File: src/rtl/mm4_pkg.sv
package mm4_pkg;

  localparam int DIM        = 4;
  localparam int FRAC_BITS  = 16;
  localparam int STORE_SIZE = DIM * DIM;
  localparam int RC_W       = (DIM > 1) ? $clog2(DIM) : 1;
  localparam int IDX_W      = $clog2(STORE_SIZE);
  localparam int VAL_W      = 32;
  localparam int PROD_W     = 2 * VAL_W;
  localparam int ACC_W      = PROD_W + $clog2(DIM);

  localparam logic [1:0] OP_LOAD_FIRST  = 2'd0;
  localparam logic [1:0] OP_LOAD_SECOND = 2'd1;
  localparam logic [1:0] OP_COMPUTE     = 2'd2;

  typedef struct packed {
    logic [1:0]              op;
    logic [3:0]              element_index;
    logic signed [VAL_W-1:0] element_value;
  } cmd_t;

  typedef struct packed {
    logic signed [VAL_W-1:0] result_value;
    logic [3:0]              result_index;
    logic                    last_result;
  } result_t;

  typedef enum logic [1:0] {
    ST_IDLE,
    ST_ISSUE,
    ST_DRAIN
  } state_t;

  // Per-product tag carried down the MAC pipeline.
  typedef struct packed {
    logic             first_k;
    logic             last_k;
    logic [IDX_W-1:0] pos;
  } tag_t;

  typedef struct packed {
    logic             valid;
    tag_t             tag;
    logic [IDX_W-1:0] addr_first;
    logic [IDX_W-1:0] addr_second;
  } issue_t;

  typedef struct packed {
    logic             en_first;
    logic             en_second;
    logic [IDX_W-1:0] addr;
    logic [VAL_W-1:0] data;
  } store_wr_t;

endpackage

File: src/rtl/mm4_store.sv
module mm4_store (
  input  logic                                 clk,
  input  logic                                 rst,
  input  mm4_pkg::store_wr_t                   wr,
  input  logic [mm4_pkg::IDX_W-1:0]            rd_addr_first,
  input  logic [mm4_pkg::IDX_W-1:0]            rd_addr_second,
  output logic signed [mm4_pkg::VAL_W-1:0]     rd_first,
  output logic signed [mm4_pkg::VAL_W-1:0]     rd_second
);

  logic [mm4_pkg::VAL_W-1:0] first_matrix  [mm4_pkg::STORE_SIZE];
  logic [mm4_pkg::VAL_W-1:0] second_matrix [mm4_pkg::STORE_SIZE];

  always_ff @(posedge clk) begin
    if (rst) begin
      for (int i = 0; i < mm4_pkg::STORE_SIZE; i++) begin
        first_matrix[i]  <= '0;
        second_matrix[i] <= '0;
      end
    end else begin
      if (wr.en_first) begin
        first_matrix[wr.addr] <= wr.data;
      end
      if (wr.en_second) begin
        second_matrix[wr.addr] <= wr.data;
      end
    end
  end

  // Registered read, one address per store.
  always_ff @(posedge clk) begin
    rd_first  <= first_matrix[rd_addr_first];
    rd_second <= second_matrix[rd_addr_second];
  end

endmodule

File: src/rtl/mm4_mac.sv
module mm4_mac (
  input  logic                             clk,
  input  logic                             rst,
  input  mm4_pkg::issue_t                  issue,
  input  logic signed [mm4_pkg::VAL_W-1:0] opnd_first,
  input  logic signed [mm4_pkg::VAL_W-1:0] opnd_second,
  output logic                             result_strobe,
  output mm4_pkg::result_t                 result
);

  localparam logic signed [mm4_pkg::ACC_W-1:0] SAT_MAX =
    mm4_pkg::ACC_W'(64'sh0000_0000_7FFF_FFFF);
  localparam logic signed [mm4_pkg::ACC_W-1:0] SAT_MIN =
    mm4_pkg::ACC_W'(-64'sh0000_0000_8000_0000);

  // stage 1: operands arrive from store
  logic                                     v1;
  mm4_pkg::tag_t                            tag1;
  // stage 2: product
  logic                                     v2;
  mm4_pkg::tag_t                            tag2;
  logic signed [mm4_pkg::PROD_W-1:0]        prod;
  // stage 3: accumulator holds a finished sum
  logic                                     v3;
  logic [mm4_pkg::IDX_W-1:0]                pos3;
  logic signed [mm4_pkg::ACC_W-1:0]         acc;
  logic signed [mm4_pkg::ACC_W-1:0]         prod_ext;
  logic signed [mm4_pkg::ACC_W-1:0]         shifted;
  logic signed [mm4_pkg::VAL_W-1:0]         sat_value;

  always_ff @(posedge clk) begin
    if (rst) begin
      v1            <= 1'b0;
      v2            <= 1'b0;
      v3            <= 1'b0;
      result_strobe <= 1'b0;
    end else begin
      v1            <= issue.valid;
      v2            <= v1;
      v3            <= v2 && tag2.last_k;
      result_strobe <= v3;
    end
  end

  assign prod_ext = mm4_pkg::ACC_W'(prod);
  assign shifted  = acc >>> mm4_pkg::FRAC_BITS;

  always_comb begin
    if (shifted > SAT_MAX) begin
      sat_value = 32'sh7FFF_FFFF;
    end else if (shifted < SAT_MIN) begin
      sat_value = -32'sh8000_0000;
    end else begin
      sat_value = shifted[mm4_pkg::VAL_W-1:0];
    end
  end

  always_ff @(posedge clk) begin
    tag1 <= issue.tag;
    tag2 <= tag1;
    prod <= opnd_first * opnd_second;
    if (v2) begin
      acc  <= tag2.first_k ? prod_ext : acc + prod_ext;
      pos3 <= tag2.pos;
    end
    result.result_value <= sat_value;
    result.result_index <= 4'(pos3);
    result.last_result  <= (int'(pos3) == mm4_pkg::STORE_SIZE - 1);
  end

endmodule

File: src/rtl/mm4_ctrl.sv
module mm4_ctrl (
  input  logic                  clk,
  input  logic                  rst,
  input  logic                  start,
  input  mm4_pkg::cmd_t         cmd,
  input  logic                  final_out,
  output logic                  busy,
  output mm4_pkg::store_wr_t    wr,
  output mm4_pkg::issue_t       issue
);

  mm4_pkg::state_t          state, state_next;
  logic [mm4_pkg::RC_W-1:0] row, col, kk;
  logic [mm4_pkg::RC_W-1:0] row_next, col_next, kk_next;
  logic                     accept;
  logic                     idx_ok;
  logic                     kk_end, col_end, row_end;

  assign busy    = (state != mm4_pkg::ST_IDLE);
  assign accept  = start && !busy;
  assign idx_ok  = int'(cmd.element_index) < mm4_pkg::STORE_SIZE;
  assign kk_end  = (int'(kk)  == mm4_pkg::DIM - 1);
  assign col_end = (int'(col) == mm4_pkg::DIM - 1);
  assign row_end = (int'(row) == mm4_pkg::DIM - 1);

  always_comb begin
    wr.en_first  = accept && idx_ok && (cmd.op == mm4_pkg::OP_LOAD_FIRST);
    wr.en_second = accept && idx_ok && (cmd.op == mm4_pkg::OP_LOAD_SECOND);
    wr.addr      = mm4_pkg::IDX_W'(cmd.element_index);
    wr.data      = cmd.element_value;
  end

  always_ff @(posedge clk) begin
    if (rst) begin
      state <= mm4_pkg::ST_IDLE;
      row   <= '0;
      col   <= '0;
      kk    <= '0;
    end else begin
      state <= state_next;
      row   <= row_next;
      col   <= col_next;
      kk    <= kk_next;
    end
  end

  always_comb begin
    state_next      = state;
    row_next        = row;
    col_next        = col;
    kk_next         = kk;
    issue.valid     = 1'b0;
    issue.tag.first_k = (kk == '0);
    issue.tag.last_k  = kk_end;
    issue.tag.pos     = mm4_pkg::IDX_W'(int'(row) * mm4_pkg::DIM + int'(col));
    issue.addr_first  = mm4_pkg::IDX_W'(int'(row) * mm4_pkg::DIM + int'(kk));
    issue.addr_second = mm4_pkg::IDX_W'(int'(kk) * mm4_pkg::DIM + int'(col));
    case (state)
      mm4_pkg::ST_IDLE: begin
        row_next = '0;
        col_next = '0;
        kk_next  = '0;
        if (accept && cmd.op == mm4_pkg::OP_COMPUTE) begin
          state_next = mm4_pkg::ST_ISSUE;
        end
      end
      mm4_pkg::ST_ISSUE: begin
        issue.valid = 1'b1;
        if (kk_end) begin
          kk_next = '0;
          if (col_end) begin
            col_next = '0;
            if (row_end) begin
              row_next   = '0;
              state_next = mm4_pkg::ST_DRAIN;
            end else begin
              row_next = row + 1'b1;
            end
          end else begin
            col_next = col + 1'b1;
          end
        end else begin
          kk_next = kk + 1'b1;
        end
      end
      mm4_pkg::ST_DRAIN: begin
        if (final_out) begin
          state_next = mm4_pkg::ST_IDLE;
        end
      end
      default: begin
        state_next = mm4_pkg::ST_IDLE;
      end
    endcase
  end

endmodule

File: src/rtl/matrix4x4_multiply_top.sv
// Channel | Handshake              | Payload               | Direction
// --------+------------------------+-----------------------+----------
// command | start high, busy low   | cmd (mm4_pkg::cmd_t)  | in
// result  | result_strobe, 1 cycle | result (result_t)     | out
//
// A load transaction writes its store directly; busy stays low, so loads may come
// back to back. A compute transaction keeps busy high until the final result
// goes out: the single multiply-accumulate unit takes one product per cycle,
// DIM^3 in all, through the read, multiply, accumulate and output stages.
// Each result leaves as its sum completes; the receiver cannot stall them.
// Synchronous reset clears both matrices to zero and returns to idle.
module matrix4x4_multiply_top (
  input  logic             clk,
  input  logic             rst,
  input  logic             start,
  input  mm4_pkg::cmd_t    cmd,
  output logic             busy,
  output logic             result_strobe,
  output mm4_pkg::result_t result
);

  mm4_pkg::store_wr_t               wr;
  mm4_pkg::issue_t                  issue;
  logic signed [mm4_pkg::VAL_W-1:0] opnd_first;
  logic signed [mm4_pkg::VAL_W-1:0] opnd_second;
  logic                             final_out;

  // Sequencer drops back to idle as the flagged final element goes out.
  assign final_out = result_strobe && result.last_result;

  // Walks row, column and inner index; writes loads into the stores.
  mm4_ctrl u_ctrl (
    .clk       (clk),
    .rst       (rst),
    .start     (start),
    .cmd       (cmd),
    .final_out (final_out),
    .busy      (busy),
    .wr        (wr),
    .issue     (issue)
  );

  // Both matrices, register based, one registered read port each.
  mm4_store u_store (
    .clk            (clk),
    .rst            (rst),
    .wr             (wr),
    .rd_addr_first  (issue.addr_first),
    .rd_addr_second (issue.addr_second),
    .rd_first       (opnd_first),
    .rd_second      (opnd_second)
  );

  // Shared 32x32 multiplier, wide accumulator, shift and saturate.
  mm4_mac u_mac (
    .clk           (clk),
    .rst           (rst),
    .issue         (issue),
    .opnd_first    (opnd_first),
    .opnd_second   (opnd_second),
    .result_strobe (result_strobe),
    .result        (result)
  );

endmodule
File: config.mk
export PLATFORM = sky130hd
export DESIGN_NAME = matrix4x4_multiply_top
export DESIGN_NICKNAME = d
export VERILOG_FILES = /design/src/rtl/mm4_pkg.sv /design/src/rtl/mm4_store.sv /design/src/rtl/mm4_mac.sv /design/src/rtl/mm4_ctrl.sv /design/src/rtl/matrix4x4_multiply_top.sv
export SDC_FILE = /design/constraint.sdc
export NUM_CORES = 2
export LEC_CHECK = 0
export BUFFER_PORTS_ARGS = -buffer_cell sky130_fd_sc_hd__buf_2
export CORE_MARGIN = 5
export CORE_UTILIZATION = 33
export DETAILED_ROUTE_END_ITERATION = 7
export PLACE_DENSITY = 0.56
export SETUP_SLACK_MARGIN = 0.4
export SLEW_MARGIN = 25
export SYNTH_ARGS = -nofsm -noshare
export SYNTH_HDL_FRONTEND = slang
export SYNTH_SLANG_ARGS = --single-unit
File: constraint.sdc
create_clock -name clk -period 12.85 [get_ports clk]
set_clock_uncertainty 0.2 [all_clocks]
set_input_delay 1.9275 -clock clk [delete_from_list [all_inputs] [get_ports clk]]
set_output_delay 1.9275 -clock clk [all_outputs]
set_load 0.02 [all_outputs]
==> flow_metrics.env <==
export IMPL_status="finished clean"
export IMPL_endpoint_kind="register"
export IMPL_ios=80
export IMPL_critPathKind="register to register"
export IMPL_setup_violations=0
export IMPL_synth_area_sq_um=93200
export IMPL_wirelength_um=261000
export IMPL_worst_slack_ns=3.35
export IMPL_wl_per_cell_um=22.9
export IMPL_relSlewSlack=0.295
export IMPL_slowest_stage="dfxtp_1"
export IMPL_synthArstFlopShare=0
export IMPL_worst_path_buf_inv=6
export IMPL_post_cts_buffers=0
export IMPL_maxCapViolCount=0
export IMPL_fmax_mhz=105
export IMPL_grt_usage=0.179
export IMPL_clkTransAtPathRegs_ns=0.06
export IMPL_rows=195
export IMPL_synth_edff_count=1094
export IMPL_synthTopCellsByArea="edfxtp_1 35%, fa_1 23%, and2_1 10%"
export IMPL_cp_top_family="adder cells"
export IMPL_cts_max_path_buffers=4
export IMPL_rsz0062_at_grt="false"
export IMPL_grt_pass1_wl_um=399000
export IMPL_ys_ff_latch=1283
export IMPL_fin_nets=8914
export IMPL_drtIter0Drc=4777
export IMPL_routed_via_density=4.99
export IMPL_num_vias=56915
export IMPL_cts_buffers=146
export IMPL_io_buffers=79
export IMPL_yosys_area_top_type="edfxtp_1"
export IMPL_grt_antenna_before_repair=35
export IMPL_hpwl_um=169000
export IMPL_cts_tree="done"
export IMPL_dr_pass1_iters=5
export IMPL_arrival_ns=9.91
export IMPL_synthCells=7710
export IMPL_ant_nets=0
export IMPL_worstMarginPinSlew_ns=1.06
export IMPL_die_w_um=542
export IMPL_clock_sinks=1283
export IMPL_worstPathMaxFanout=22
export IMPL_post_synth_top_count_cell="and2_1"
export IMPL_drc_errors=0
export IMPL_grt_remaining_overflow=0
export IMPL_critPathMaxStageDelay_ns=1.01
export IMPL_grt_start_max_net_pins=142
export IMPL_seq_area_frac_synth=0.393
export IMPL_start_util=0.331
export IMPL_synthToLayoutAreaGrowth_pct=9.47
export IMPL_finalSetupTns_ns=0
export IMPL_yosys_warnings=0
export IMPL_cts_root_buf="clkbuf_16"
export IMPL_timing_final_crit_period_ns=9.50
export IMPL_hp_class="register to register"
export IMPL_avgSynthCellArea_sq_um=12.1
export IMPL_cp_start_kind="register"
export IMPL_gp_congestion=0.852
export IMPL_synth_commonest_cells="1548 x and2_1, 1094 x edfxtp_1, 1083 x fa_1"
export IMPL_cts_resized=0
export IMPL_place_ws_ns=3.47
export IMPL_drv_slew=0
export IMPL_synth_cell_types=85
export IMPL_hold_viol_final=0
export IMPL_synth_nets=9087
export IMPL_chipHeight_um=542
export IMPL_insertion_delay_ns=0.82
export IMPL_coreArea_sq_um=282000
export IMPL_ys_flop_type="edfxtp_1"
export IMPL_grt_pass1_vias=62304
export IMPL_htreeDepth=4
export IMPL_yosys_area_top_type_share=0.352
export IMPL_required_ns=13.26
export IMPL_crit_top_cell="fa_1"
export IMPL_fin_crit_sh=0.739
export IMPL_die_area_sq_um=293000
export IMPL_drive_gt1_frac=0.114
export IMPL_cts_hold_buf=0
registers in the layout, indices dropped and copies added, names as in the netlist:
signal                 cells
u_ctrl.state               2
u_mac.v3                   1
u_ctrl.kk                  2
u_mac.tag2                 6
u_store.rd_second         32
u_store.rd_first          32
u_mac.acc                 66
u_store.second_matrix    512
u_mac.tag1                 6
u_ctrl.row                 2
u_mac.v2                   1
u_mac.result              37
u_mac.pos3                 4
u_mac.prod                64
u_store.first_matrix     512
u_mac.v1                   1
u_mac.result_strobe        1
u_ctrl.col                 2
path summary, 6_finish.rpt:
check | slack [ns] | cells past startpoint | endpoint | start
worst min register to register | 0.13 | 0 | u_mac.tag2[4] | u_mac.tag1[4]
worst max-delay path | 3.35 | 25 | u_mac.prod[63] | u_store.rd_second[5]
worst min-delay path | 0.13 | 0 | u_mac.tag2[4] | u_mac.tag1[4]
worst max register to register | 3.35 | 25 | u_mac.prod[63] | u_store.rd_second[5]
per-layer routing:
layer  GRT usage  vias up  wire, um
met3      0.0325      416     18400
met2       0.294     1893    123000
met4      0.0431       20      6600
li1            -    24712         -
met1       0.246    29874    113000
met5           0        -       130
layout by cell type, fill, tap and decap left out, drive strengths merged, types with 37 or more instances in the layout:
cell type,synthesis,routed
a21o,92,92
a21oi,140,140
and2,1548,1548
buf,34,215
clkbuf,502,190
clkinv,2,39
dfxtp,189,189
edfxtp,1094,1094
fa,1083,1083
ha,253,253
inv,995,1007
mux4,320,320
nand2,627,627
nand4,45,45
nor2,185,185
o21ai,136,136
or2,37,37
xnor2,84,84
xor2,41,41
layout make-up:
class                           instances  area [sq um]
Timing Repair Buffer                  215          1430
Clock inverter                         63           573
Inverter                              997          3740
Multi-Input combinational cell       4894         50900
Sequential cell                      1283         36700
Antenna cell                           13          32.5
Clock buffer                          190          3990
Fill cell                           27359        180000
Tap cell                             3743          4680
per-stage QoR:
step                      hold slack, ns  instance area [sq um]  instances  utilization
after detailed placement           0.112                  97400      11132        0.346
after CTS                          0.127                 102000      11385        0.362
final                              0.126                 102000      11398        0.362
after floorplan                    0.110                  93200       7710            -
after global placement             0.113                  97400      11132        0.346
after global routing               0.129                 102000      11388        0.362
kinds of logic after synthesis:
family	count (synthesis)	share of synthesized area
AOI/OAI and AO/OA	527	0.0375
and+or+nand+nor	2581	0.151
DFF	1283	0.393
muxes	325	0.0779
xor gates and xnor gates	125	0.0117
buffers and inverters	1533	0.0619
adders and majority gates	1336	0.267
Power is not shown: default switching activity piles up to over one toggle a cycle in this logic, so the estimate is an artifact.
